==> src/rtl/core/epf_pkg.sv <==
// ----------------------------------------------------------------------------
// epf_pkg
// Shared types and constants of the eased waypoint path follower
// ----------------------------------------------------------------------------
`default_nettype none

package epf_pkg;

    // geometry of the waypoint table
    localparam int MAX_POINTS  = 16;
    localparam int PT_IDX_BITS = 4;
    localparam int COORD_BITS  = 12;

    // fixed-point constants
    localparam logic [33:0] Q_ONE     = 34'h0_0001_0000;
    localparam logic [32:0] INC_LIMIT = 33'h1_0000_0000;
    localparam logic [19:0] US_PER_S  = 20'd1000000;

    // iteration counts of the shared loops
    localparam logic [5:0] SQ_STEPS  = 6'd21;
    localparam logic [5:0] DIV_STEPS = 6'd60;

    // configuration register indexes
    localparam logic [1:0] REG_SPEED  = 2'd0;
    localparam logic [1:0] REG_SMOOTH = 2'd1;
    localparam logic [1:0] REG_COUNT  = 2'd2;

    // request kinds
    typedef enum logic [1:0] {
        FUNC_LOAD  = 2'd0,
        FUNC_START = 2'd1,
        FUNC_TICK  = 2'd2,
        FUNC_RESET = 2'd3
    } func_t;

    // configuration as seen by the datapath
    typedef struct packed {
        logic [15:0] speed;
        logic [16:0] smooth;
        logic [4:0]  count;
    } cfg_t;

    // controller to datapath commands
    typedef struct packed {
        logic accept;
        logic rd_a;
        logic rd_b;
        logic lat_a;
        logic lat_b;
        logic sq_x;
        logic sq_y;
        logic sq_init;
        logic sq_step;
        logic mul;
        logic div_init;
        logic div_step;
        logic inc_zero;
        logic inc_cap;
        logic prog_add;
        logic carry_fin;
        logic carry_next;
        logic zero_fix;
        logic ease1;
        logic ease2;
        logic ease3;
        logic ease4;
        logic ease5;
        logic ease6;
        logic out_load;
    } cmd_t;

    // datapath to controller status
    typedef struct packed {
        func_t func;
        logic  tick_ok;
        logic  d2_zero;
        logic  prog_ovf;
        logic  at_last;
        logic  out_free;
    } sts_t;

endpackage

`default_nettype wire

==> src/rtl/core/epf_regs.sv <==
// ----------------------------------------------------------------------------
// epf_regs
// Configuration registers behind a simple peripheral bus port
// ----------------------------------------------------------------------------
`default_nettype none

module epf_regs (
    input  wire logic           aclk,
    input  wire logic           aresetn,
    input  wire logic           psel,
    input  wire logic           penable,
    input  wire logic           pwrite,
    input  wire logic [3:0]     paddr,
    input  wire logic [31:0]    pwdata,
    output logic      [31:0]    prdata,
    output logic                pready,
    output epf_pkg::cfg_t       cfg
);

    logic [15:0] speed_reg, speed_next;
    logic [16:0] smooth_reg, smooth_next;
    logic [4:0]  count_reg, count_next;
    logic        wr_en;

    assign pready = 1'b1;
    assign wr_en  = psel && penable && pwrite;

    // write decode with clamping
    always_comb begin
        speed_next  = speed_reg;
        smooth_next = smooth_reg;
        count_next  = count_reg;
        if (wr_en) begin
            unique case (paddr[3:2])
                epf_pkg::REG_SPEED: begin
                    speed_next = (pwdata[15:0] == 16'd0) ? 16'd1 : pwdata[15:0];
                end
                epf_pkg::REG_SMOOTH: begin
                    smooth_next = (pwdata[16:0] > 17'h10000) ? 17'h10000 : pwdata[16:0];
                end
                epf_pkg::REG_COUNT: begin
                    count_next = pwdata[4:0];
                end
                default: begin
                    speed_next = speed_reg;
                end
            endcase
        end
    end

    always_ff @(posedge aclk) begin
        if (!aresetn) begin
            speed_reg  <= 16'd100;
            smooth_reg <= 17'd0;
            count_reg  <= 5'd2;
        end else begin
            speed_reg  <= speed_next;
            smooth_reg <= smooth_next;
            count_reg  <= count_next;
        end
    end

    // read back
    always_comb begin
        unique case (paddr[3:2])
            epf_pkg::REG_SPEED:  prdata = {16'd0, speed_reg};
            epf_pkg::REG_SMOOTH: prdata = {15'd0, smooth_reg};
            epf_pkg::REG_COUNT:  prdata = {27'd0, count_reg};
            default:             prdata = 32'd0;
        endcase
    end

    assign cfg.speed  = speed_reg;
    assign cfg.smooth = smooth_reg;
    assign cfg.count  = count_reg;

endmodule

`default_nettype wire

==> config.mk <==
export PLATFORM = sky130hd
export DESIGN_NAME = epf_regs
export DESIGN_NICKNAME = d
export VERILOG_FILES = /design/src/rtl/core/epf_pkg.sv /design/src/rtl/core/epf_regs.sv
export SDC_FILE = /design/constraint.sdc
export NUM_CORES = 1
export LEC_CHECK = 0
export BUFFER_PORTS_ARGS = -buffer_cell sky130_fd_sc_hd__buf_4
export CAP_MARGIN = 30
export CORE_UTILIZATION = 40
export CTS_CLUSTER_DIAMETER = 200
export DETAILED_ROUTE_END_ITERATION = 7
export PLACE_DENSITY = 0.81
export SETUP_SLACK_MARGIN = 0.3
export SLEW_MARGIN = 10
export SYNTH_ARGS = -nofsm -noshare
export SYNTH_HDL_FRONTEND = slang
export SYNTH_SLANG_ARGS = --single-unit
==> constraint.sdc <==
create_clock -name aclk -period 0.9 [get_ports aclk]
set_input_delay 0.045 -clock aclk [delete_from_list [all_inputs] [get_ports aclk]]
set_output_delay 0.045 -clock aclk [all_outputs]
set_load 0.05 [all_outputs]
==> run summary, run 1 <==
Unique cell type count in the Yosys netlist: 26
Mapped Cells: 242
Die Y-Extent: 72.72 microns
Register area share after synthesis: 38.02%
Port Buffers: 78
I/O pin cnt: 112
Worst endpoint type: primary output
Largest net degree at the start of global routing: 38
Error: [ERROR DPL-0038] Utilization greater than 100%, impossible to legalize
Halt point of the flow: global routing (5_1_grt)
Status: stopped before the end
Die extent in x: 72.72 microns
Synth top area share: 38.02%
Seq cells post-synth: 38
Starting Density: 42.08%
Clock buffer depth: 2
H-tree depth: 2
Mean Syn Cell Area: 8.267 sq um
Mapped cell area: 2001 sq um
Clk sinks: 38
Num CTS Buffers: 5
Synth area leaders: dfxtp_1, o21ai_0, a21oi_1
CTS root buffer: clkbuf_8
Synth Warn #: 0
Placer Congestion: 0.8718
Leading area contributor after synthesis: dfxtp_1
Hpwl dp: 4870 microns
Worst setup endpoint GRT: prdata[2]
Cell Rows: 25
-- synth_stat cells --
| library cell | number |
|---|---|
| nand4b_1 | 16 |
| nand2_1 | 5 |
| buf_6 | 3 |
| a21oi_1 | 34 |
| mux2i_1 | 16 |
| buf_4 | 22 |
| o21ai_0 | 40 |
| conb_1 | 2 |
| a311oi_1 | 1 |
| and2_1 | 1 |
| nor2_1 | 11 |
| clkbuf_1 | 7 |
| dfxtp_1 | 38 |
| and2b_1 | 1 |
| clkinv_1 | 1 |
| clkbuf_2 | 2 |
| and3_1 | 1 |
| o21ai_1 | 2 |
| nor2_8 | 1 |
| or2_1 | 1 |
| nor2b_1 | 1 |
| nand3_1 | 26 |
| a41oi_1 | 1 |
| nor4_1 | 4 |
| buf_2 | 3 |
| nand2b_1 | 2 |
-- logic make-up after synthesis --
logic type,after synthesis,share of synthesized area [%]
AO/OA/AOI/OAI,78,19.89
buffers and inverters,38,12.70
flip-flops,38,38.02
multiplexers,16,8.005
other,2,0.3754
AND/OR/NAND/NOR,70,21.01
-- metrics by stage --
stage | setup slack, ps | utilization (%) | TNS [ps] | instance area, sq um | instances
floorplan | -27.03 | - | -135.1 | 2673 | 256
global placement | -69.65 | 70.18 | -1519 | 3337 | 396
detailed placement | -157.5 | 70.18 | -2900 | 3337 | 396
CTS | -183.6 | 89.92 | -4208 | 4275 | 438
-- timing repair --
| action | in CTS |
|---|---|
| pin swaps | 45 |
| gates cloned | 2 |
| gates resized for setup | 156 |
| hold endpoints to repair | 4 |
| setup endpoints to repair | 93 |
| setup buffers | 32 |
==> run 2: changes to the inputs <==
- CORE_UTILIZATION: 40 -> 25
- CTS_CLUSTER_DIAMETER: 200 -> default
- PLACE_DENSITY: 0.81 -> default
- PLACE_DENSITY_LB_ADDON: default -> 0.15
- SETUP_SLACK_MARGIN: 0.3 -> default
==> run 2 against run 1 <==
- the flow now finishes, with violations (negative setup slack)
- area after synthesis did not move
- synthesized cell count unchanged
==> run summary, run 2 <==
Synth Warn #: 0
VDD IR max: 0.4282 mV
Worst EP arrival: 1030 ps
Worst-path clk slew: 70 ps
Antenna viol nets, final: 0
Synth top area share: 38.02%
Placed Cells: 437
Total Routed Length: 7552 microns
Core Area: 7727 sq um
Via count: 2331
Worst hold endpoint: speed_reg[6]
Multiplexer area fraction after synthesis: 8.005%
Worst Hold Class: in -> reg
WS Path Type: reg -> out
H-tree depth: 2
Leading area contributor after synthesis: dfxtp_1
Crit-path leading delay family: flip-flops
Final setup fails: 45
Die area: 8364 sq um
Status: finished, violations left
Unique cell type count in the Yosys netlist: 26
Synth-to-Final Area Change: 103.6%
All-Layer GR Usage: 18.52%
Final Critical Period: 1077 ps
Hold Startpoint: pwdata[6]
Placer Congestion: 0.7676
I/O pin cnt: 112
Clk Latency, worst-skew pair: 290 ps
Max reg flops: 17
Final net count: 414
Starting Density: 25.89%
Finished Layout Cells: 476
Reg2reg end: speed_reg[6]
Pre-CTS setup slack: -254.4 ps
First-pass GRT wire length: 12050 microns
Initial antenna violation count: 0
Worst-path maximum fanout: 2
RR Startpoint: speed_reg[6]
Post-synth EDFFs: 0
Reg2Reg Depth: 4
Die Y-Extent: 91.46 microns
Mean Syn Cell Area: 8.267 sq um
Remaining global-route overflow: 0
Top cells by count, synth: o21ai_0, dfxtp_1, a21oi_1
CTS tree: built
Largest net degree at the start of global routing: 38
CP max stage delay: 370 ps
Max Transition Viols Final: 0
Hold depth: 3
DR WL/cell: 15.87 microns
Startpoint types: flop
Seq cells post-synth: 38
Simple-gate share of the synthesized area: 21.01%
Most frequent cells in the layout: buf_4, buf_6, o21ai_0, a21oi_1, dfxtp_4
Maxcap violations: 0
Cell Rows: 32
1st-iter DRT viols: 69
Clock buffer depth: 2
Synth area leaders: dfxtp_1, o21ai_0, a21oi_1
Layout cells sized above 1: 60.16%
Final hold vios: 0
Asr flop ratio synth: 0%
Leakage: 1.541 nW
Critical-path top delay cell: dfxtp_4
Via/cell ratio: 4.897
CTS root buffer: clkbuf_8
Critical path cell sequence: mux2i_4 -> o21ai_4 -> buf_6
Mapped cell area: 2001 sq um
Hpwl dp: 5128 microns
Drt first pass iters: 4
Port Buffers: 78
Die extent in x: 91.46 microns
Fmax: 928.3 MHz
CP Capture Type: primary output
Mapped Cells: 242
Largest family of logic cells by synthesized area: simple AND/OR/NAND/NOR gates
RSZ-0062 raised after global routing: yes
DRC violation count after routing: 0
Most common cell after layout, fill and taps aside: buf_4
Pwr dens: 938.5 nW/um^2
Failing checks: negative setup slack
Flop-to-flop setup slack: 40 ps
Period utilisation layout: 119.7%
Register area share after synthesis: 38.02%
Primary FF master, synth: dfxtp_1
Number of global-route vias before repair: 2326
Ant diodes: 0
Clk_skew: 0 ps
PnR worst setup slack: -177.3 ps
Synthesized-area fraction occupied by xor and xnor cells: 0%
Required @ worst endpoint: 850 ps
Synth Area in Compound Gates: 19.89%
Synth Area in Adders: 0%
Num CTS Buffers: 5
Clk sinks: 38
Count leader, synth: o21ai_0
WP buf/inv: 1
==> run 2: cell counts after synthesis <==
No cell type changed its count.
==> run 2: power by group <==
group          switching [mW]  total [mW]  internal, mW
combinational           0.637        1.04         0.408
sequential             0.0236        1.64          1.62
clock                   0.600        1.13         0.533
==> run 2: cell type report <==
class	instances	area (sq um)
inverter	1	3.754
clock inverter	2	8.758
sequential	38	883.3
clock buffer	6	72.57
fill	715	3655
tap	102	127.6
multi-input combinational	180	1386
timing repair buffer	147	1590
==> run 2: logic make-up after synthesis <==
logic type,count (synthesis)
AOI/OAI and AO/OA,78
and+or+nand+nor,70
DFF,38
buffers and inverters,38
muxes,16
other,2
==> run 2: repair_timing <==
action,in CTS,in global routing
endpoints found under the setup margin,28,52
endpoints found under the hold margin,4,0
resized for setup,73,52
pin swaps,13,2
buffers inserted,24,7
hold buffers,1,0
==> run 2: how the worst max path moves through the flow <==
| stage | start | endpoint | slack, ps | cells past startpoint |
|---|---|---|---|---|
| 3_3_place_gp | pwdata[11] | speed_reg[0] | -240 | 5 |
| 3_5_place_dp | pwdata[11] | speed_reg[0] | -250 | 5 |
| 6_report | speed_reg[0] | prdata[0] | -180 | 3 |
| 5_1_grt | speed_reg[1] | prdata[1] | -220 | 3 |
| 2_1_floorplan | smooth_reg[4] | prdata[4] | -130 | 2 |
| 4_1_cts | speed_reg[0] | prdata[0] | -190 | 3 |
==> run 2: metrics by stage <==
stage | cell area, sq um | hold WS (ps) | utilization, % | power (mW) | setup TNS (ps)
2_1_floorplan | 2415 | 116.1 | - | 2.300 | -232.4
6_report | 4073 | 25.88 | 52.70 | 3.822 | -3859
5_1_grt | 4073 | 24.86 | 52.70 | 3.988 | -5368
4_1_cts | 3829 | 13.02 | 49.55 | 3.823 | -4477
3_5_place_dp | 3231 | 282.7 | 41.81 | 2.615 | -3790
3_3_place_gp | 3231 | 284.2 | 41.81 | 2.615 | -3158
==> run 2: worst min-delay path, delay by kind of cell <==
family	cells	cell delay (ps)
simple gates	2	130
buf+inv	1	100
==> run 2: per-layer routing <==
layer | share of wire, % | vias to the layer above | GRT usage (%)
met4 | 2.3 | 0 | 6.085
met3 | 5.0 | 14 | 3.601
met2 | 48 | 90 | 29.70
met1 | 45 | 1115 | 24.80
li1 | - | 1112 | -
met5 | 0 | - | 0
(Power assumes the default switching activity.)
