## config.mk

```make
export PLATFORM = sky130hd
export DESIGN_NAME = epf_ctrl
export DESIGN_NICKNAME = d
export VERILOG_FILES = /design/src/rtl/core/epf_pkg.sv /design/src/rtl/core/epf_ctrl.sv
export SDC_FILE = /design/constraint.sdc
export NUM_CORES = 1
export LEC_CHECK = 0
export BUFFER_PORTS_ARGS = -buffer_cell sky130_fd_sc_hd__buf_4
export CAP_MARGIN = 40
export CORE_ASPECT_RATIO = 1.5
export CORE_MARGIN = 3
export CORE_UTILIZATION = 44
export CTS_CLUSTER_SIZE = 40
export DETAILED_ROUTE_END_ITERATION = 7
export PLACE_DENSITY = 0.68
export SLEW_MARGIN = 20
export SYNTH_ARGS = -nofsm -noshare
export SYNTH_HDL_FRONTEND = slang
export SYNTH_SLANG_ARGS = --single-unit
```

## constraint.sdc

```tcl
create_clock -name aclk -period 3.5 [get_ports aclk]
set_clock_uncertainty 0.05 [all_clocks]
set_input_delay 1.05 -clock aclk [delete_from_list [all_inputs] [get_ports aclk]]
set_output_delay 1.05 -clock aclk [all_outputs]
set_load 0.02 [all_outputs]
```

## src/rtl/core/epf_pkg.sv

```systemverilog
// ----------------------------------------------------------------------------
// epf_pkg
// Shared types and constants of the eased waypoint path follower
// ----------------------------------------------------------------------------
`default_nettype none

package epf_pkg;

    // geometry of the waypoint table
    localparam int MAX_POINTS  = 16;
    localparam int PT_IDX_BITS = 4;
    localparam int COORD_BITS  = 12;

    // fixed-point constants
    localparam logic [33:0] Q_ONE     = 34'h0_0001_0000;
    localparam logic [32:0] INC_LIMIT = 33'h1_0000_0000;
    localparam logic [19:0] US_PER_S  = 20'd1000000;

    // iteration counts of the shared loops
    localparam logic [5:0] SQ_STEPS  = 6'd21;
    localparam logic [5:0] DIV_STEPS = 6'd60;

    // configuration register indexes
    localparam logic [1:0] REG_SPEED  = 2'd0;
    localparam logic [1:0] REG_SMOOTH = 2'd1;
    localparam logic [1:0] REG_COUNT  = 2'd2;

    // request kinds
    typedef enum logic [1:0] {
        FUNC_LOAD  = 2'd0,
        FUNC_START = 2'd1,
        FUNC_TICK  = 2'd2,
        FUNC_RESET = 2'd3
    } func_t;

    // configuration as seen by the datapath
    typedef struct packed {
        logic [15:0] speed;
        logic [16:0] smooth;
        logic [4:0]  count;
    } cfg_t;

    // controller to datapath commands
    typedef struct packed {
        logic accept;
        logic rd_a;
        logic rd_b;
        logic lat_a;
        logic lat_b;
        logic sq_x;
        logic sq_y;
        logic sq_init;
        logic sq_step;
        logic mul;
        logic div_init;
        logic div_step;
        logic inc_zero;
        logic inc_cap;
        logic prog_add;
        logic carry_fin;
        logic carry_next;
        logic zero_fix;
        logic ease1;
        logic ease2;
        logic ease3;
        logic ease4;
        logic ease5;
        logic ease6;
        logic out_load;
    } cmd_t;

    // datapath to controller status
    typedef struct packed {
        func_t func;
        logic  tick_ok;
        logic  d2_zero;
        logic  prog_ovf;
        logic  at_last;
        logic  out_free;
    } sts_t;

endpackage

`default_nettype wire

```

## src/rtl/core/epf_ctrl.sv

```systemverilog
// ----------------------------------------------------------------------------
// epf_ctrl
// Controller: sequences reads, root, division, carry and easing steps
// ----------------------------------------------------------------------------
`default_nettype none

module epf_ctrl (
    input  wire logic           aclk,
    input  wire logic           aresetn,
    input  wire logic           s_tvalid,
    output logic                s_tready,
    output epf_pkg::cmd_t       cmd,
    input  wire epf_pkg::sts_t  sts
);

    typedef enum logic [23:0] {
        S_IDLE = 24'h000001,
        S_DISP = 24'h000002,
        S_RA   = 24'h000004,
        S_RB   = 24'h000008,
        S_LB   = 24'h000010,
        S_SQX  = 24'h000020,
        S_SQY  = 24'h000040,
        S_SQI  = 24'h000080,
        S_SQS  = 24'h000100,
        S_MUL  = 24'h000200,
        S_DVI  = 24'h000400,
        S_DVS  = 24'h000800,
        S_CAP  = 24'h001000,
        S_ADD  = 24'h002000,
        S_CHK  = 24'h004000,
        S_ZFX  = 24'h008000,
        S_E1   = 24'h010000,
        S_E2   = 24'h020000,
        S_E3   = 24'h040000,
        S_E4   = 24'h080000,
        S_E5   = 24'h100000,
        S_E6   = 24'h200000,
        S_OUT  = 24'h400000,
        S_SPR  = 24'h800000
    } state_t;

    // purpose of the current endpoint read
    typedef enum logic [2:0] {
        CTX_TICK  = 3'b001,
        CTX_CARRY = 3'b010,
        CTX_OUT   = 3'b100
    } ctx_t;

    state_t     state_reg, state_next;
    ctx_t       ctx_reg, ctx_next;
    logic [5:0] cnt_reg, cnt_next;

    assign s_tready = (state_reg == S_IDLE);

    always_comb begin
        state_next = state_reg;
        ctx_next   = ctx_reg;
        cnt_next   = cnt_reg;
        cmd        = '0;
        unique case (state_reg)
            S_IDLE: begin
                if (s_tvalid) begin
                    cmd.accept = 1'b1;
                    state_next = S_DISP;
                end
            end
            S_DISP: begin
                ctx_next   = (sts.func == epf_pkg::FUNC_TICK && sts.tick_ok) ? CTX_TICK
                                                                             : CTX_OUT;
                state_next = S_RA;
            end
            S_RA: begin
                cmd.rd_a   = 1'b1;
                state_next = S_RB;
            end
            S_RB: begin
                cmd.rd_b   = 1'b1;
                cmd.lat_a  = 1'b1;
                state_next = S_LB;
            end
            S_LB: begin
                cmd.lat_b = 1'b1;
                unique case (ctx_reg)
                    CTX_TICK:  state_next = S_SQX;
                    CTX_CARRY: state_next = S_ZFX;
                    CTX_OUT:   state_next = S_E1;
                    default:   state_next = S_IDLE;
                endcase
            end
            S_SQX: begin
                cmd.sq_x   = 1'b1;
                state_next = S_SQY;
            end
            S_SQY: begin
                cmd.sq_y   = 1'b1;
                state_next = S_SQI;
            end
            S_SQI: begin
                if (sts.d2_zero) begin
                    cmd.inc_zero = 1'b1;
                    state_next   = S_ADD;
                end else begin
                    cmd.sq_init = 1'b1;
                    cnt_next    = epf_pkg::SQ_STEPS - 6'd1;
                    state_next  = S_SQS;
                end
            end
            S_SQS: begin
                cmd.sq_step = 1'b1;
                cnt_next    = cnt_reg - 6'd1;
                if (cnt_reg == 6'd0) begin
                    state_next = S_MUL;
                end
            end
            S_MUL: begin
                cmd.mul    = 1'b1;
                state_next = S_DVI;
            end
            S_DVI: begin
                cmd.div_init = 1'b1;
                cnt_next     = epf_pkg::DIV_STEPS - 6'd1;
                state_next   = S_DVS;
            end
            S_DVS: begin
                cmd.div_step = 1'b1;
                cnt_next     = cnt_reg - 6'd1;
                if (cnt_reg == 6'd0) begin
                    state_next = S_CAP;
                end
            end
            S_CAP: begin
                cmd.inc_cap = 1'b1;
                state_next  = S_ADD;
            end
            S_ADD: begin
                cmd.prog_add = 1'b1;
                state_next   = S_CHK;
            end
            S_CHK: begin
                state_next = S_RA;
                priority if (!sts.prog_ovf) begin
                    ctx_next = CTX_OUT;
                end else if (sts.at_last) begin
                    cmd.carry_fin = 1'b1;
                    ctx_next      = CTX_OUT;
                end else begin
                    cmd.carry_next = 1'b1;
                    ctx_next       = CTX_CARRY;
                end
            end
            S_ZFX: begin
                cmd.zero_fix = 1'b1;
                state_next   = S_CHK;
            end
            S_E1: begin
                cmd.ease1  = 1'b1;
                state_next = S_E2;
            end
            S_E2: begin
                cmd.ease2  = 1'b1;
                state_next = S_E3;
            end
            S_E3: begin
                cmd.ease3  = 1'b1;
                state_next = S_E4;
            end
            S_E4: begin
                cmd.ease4  = 1'b1;
                state_next = S_E5;
            end
            S_E5: begin
                cmd.ease5  = 1'b1;
                state_next = S_E6;
            end
            S_E6: begin
                cmd.ease6  = 1'b1;
                state_next = S_OUT;
            end
            S_OUT: begin
                if (sts.out_free) begin
                    cmd.out_load = 1'b1;
                    state_next   = S_IDLE;
                end
            end
            default: begin
                state_next = S_IDLE;
            end
        endcase
    end

    always_ff @(posedge aclk) begin
        if (!aresetn) begin
            state_reg <= S_IDLE;
            ctx_reg   <= CTX_OUT;
            cnt_reg   <= 6'd0;
        end else begin
            state_reg <= state_next;
            ctx_reg   <= ctx_next;
            cnt_reg   <= cnt_next;
        end
    end

endmodule

`default_nettype wire

```

==> metrics.cfg <==
[routing]
drc = 0
wirelength_um = 5060
drt-pass1-iter-count = 4
antenna_left = 0
dr.first_iter.drc_count = 80
routedWlPerCell_um = 15.5
routed_via_density = 5.67
vias = 1849

[grt]
grt_max_degree = 18
antenna_found_initial = 0
grt-ovfl-total = 0
grt_use_total_pct = 20.1
grt_pass1_vias = 1751
grt_pass1_wl_um = 8170

[logic_synthesis]
netlist_area_um2 = 1980
yosysSeqAreaShare_pct = 32.3
synth_ff_type = dfxtp_1
ys_types = 59
yosysWarnings = 0
synth_edf_count = 0
synth-seq-cells = 32
syn_inst = 239
syn_nets = 251
syn_avg_cell_area_um2 = 8.30
async_flop_share_pct = 0

[timing]
rsz0062_at_grt = yes
hold_viol = 0
period_share_pct = 97.6
slew_violations = 0
slew_headroom_pct = 66.6
setup-tns-final_ns = 0
period_minus_slack_ns = 3.42
worst_pin_slew_ns = 0.498
max_freq_ghz = 0.293
setup_ws_ns = 0.0825
setup_viol = 0

[placement]
pre_cts_ws_ns = 0.231
hpwl_um = 3780
gp_congestion = 0.816
portBuffers = 35

[cts]
cts_buffer_depth = 2
clk_pin_slew_ns = 0.06
cts_made_buffers = 5
cts-root-buf = clkbuf_8
hold_buffers = 0
htreeDepth = 2
clock_sinks = 32
clock_latency_ns = 0.28
cts_tree = built

[cells_and_area]
drive_above_1_share_pct = 28.6
fin_nets = 291
largest_register_ffs = 23
syn_to_final_growth_pct = 23.8
num_antenna_cells = 0

[floorplan]
start_util_pct = 46.3
die_h_um = 88.2
fp.dieW_um = 60.8
rows = 29
io_pins = 36
die_area_um2 = 5370
coreArea_um2 = 4280

[worst_setup_path]
slowest_delay_ns = 0.59
critPathMaxFanout = 6
end_kind = output port
worstPathBufferInverterCount = 1
critPathRequiredTime_ns = 2.40
crit_slowest_cell = or4_4
cp.arrival_ns = 2.32
critPathKind = reg2out
crit_path_cell_trace = or4_1, or4_4, nor4b_2, buf_4
ff2ff_setup_slack_ns = 0.84
start_kind = flip-flop
path_delay_family = simple AND/OR/NAND/NOR gates

[power_and_ir_drop]
p_per_area_nw_per_um2 = 310
worst_ir_drop_vdd_mv = 0.226
p_leak_nw = 1.03

[run_status]
status = finished clean

[hold_path]
hp-class = reg2reg

[job]
drv_cap = 0

placed cells by master, fill, tap and decap left out, types with 3 or more instances in the layout:
cell type | Yosys | layout
a21oi_1 | 4 | 4
and2_1 | 4 | 4
and4b_1 | 4 | 4
buf_4 | 3 | 46
clkbuf_8 | 0 | 6
dfxtp_1 | 32 | 29
dfxtp_2 | 0 | 3
inv_1 | 10 | 10
nand2_1 | 20 | 19
nand3_1 | 5 | 5
nor2_1 | 31 | 31
nor2b_1 | 3 | 3
nor3_1 | 11 | 11
nor3b_1 | 5 | 3
nor4_1 | 5 | 3
nor4_2 | 2 | 4
nor4b_1 | 5 | 5
nor4bb_1 | 8 | 8
o21a_1 | 4 | 4
o21ai_0 | 12 | 12
or3_1 | 6 | 5
or4_4 | 1 | 4
xnor2_1 | 3 | 3
xor2_1 | 5 | 5
logic make-up after synthesis:
kind of cell | after synthesis | synth area share, %
xor+xnor | 8 | 3.53
buf+inv | 23 | 5.49
flops | 32 | 32.3
mux | 1 | 0.505
compound gates | 38 | 13.0
simple gates | 135 | 43.9
fa+ha+maj | 2 | 1.26
final cells by class:
cell class              instances  area (um2)
multi-input cells             184        1280
well taps                      46        57.6
flip-flops and latches         32         644
inverters                      10        37.5
fillers                       411        1830
clock buffers                   8        90.1
repair buffers                 46         345
worst paths after layout:
check | start | end | cells past startpoint
worst max-delay path | state_reg[16] | cmd[21] | 4
worst min-delay path | cnt_reg[0] | cnt_reg[0] | 2
worst max register to register | state_reg[4] | state_reg[12] | 7
worst min register to register | cnt_reg[0] | cnt_reg[0] | 2
report_power, final:
part | total [mW] | internal [mW] | switching, mW | leakage (nW)
logic | 0.0971 | 0.0422 | 0.0548 | 0.726
clock network | 0.292 | 0.160 | 0.131 | 0.0455
registers | 0.373 | 0.367 | 0.00514 | 0.260
stage by stage:
stage	util [%]	hold WS (ns)	power (mW)	cell area [um2]	cells
final	57.4	0.457	0.761	2460	326
after global placement	53.5	0.439	0.463	2290	315
after CTS	56.0	0.459	0.758	2400	323
after floorplan	-	0.416	0.434	1980	239
after detailed placement	53.5	0.445	0.464	2290	315
after global routing	57.4	0.470	0.794	2460	326
cells in the mapped netlist, drive strengths merged, types with 2 or more instances:
cell     count  area (um2)
dfxtp       32         641
nor2        31         116
nand2       20        75.1
o21ai       14        70.1
nor3        13        81.3
inv         10        37.5
nor4         8        77.6
nor4b        8        97.6
nor4bb       8        80.1
buf          7        48.8
or3          7        48.8
clkbuf       6        22.5
nand3        6        35.0
or4          6        48.8
nor3b        5        37.5
xor2         5        43.8
a21oi        4        20.0
and2         4        25.0
and4b        4        40.0
nor2b        4        27.5
o21a         4        30.0
xnor2        3        26.3
ha           2        25.0
nand2b       2        12.5
nand4        2        12.5
o211ai       2        15.0
o2bb2ai      2        17.5
o31a         2        17.5
per-layer routing:
layer / GRT usage [%] / vias to the layer above / wire [um]
met5: 0 / - / 0
met4: 6.51 / 0 / 92
met3: 3.94 / 7 / 142
met2: 36.3 / 34 / 2730
met1: 23.2 / 859 / 2090
li1: - / 949 / -
worst reg2reg max path: stages, from the launching register on:
cell and delay (ns):
dfxtp_1 0.36, or4_4 0.56, or3_1 0.40, nor3_4 0.35, a21o_1 0.16, buf_4 0.19, or3_1 0.34, nor3_1 0.11
what timing repair did:
action | 4_1_cts | 5_1_grt
buffers inserted | 0 | 3
endpoints found under the hold margin | 0 | 0
gates resized for setup | 3 | 10
pin swaps | 1 | 2
gates cloned | 0 | 0
endpoints found under the setup margin | 4 | 11
Note: power is estimated with default switching activity, not from simulation.
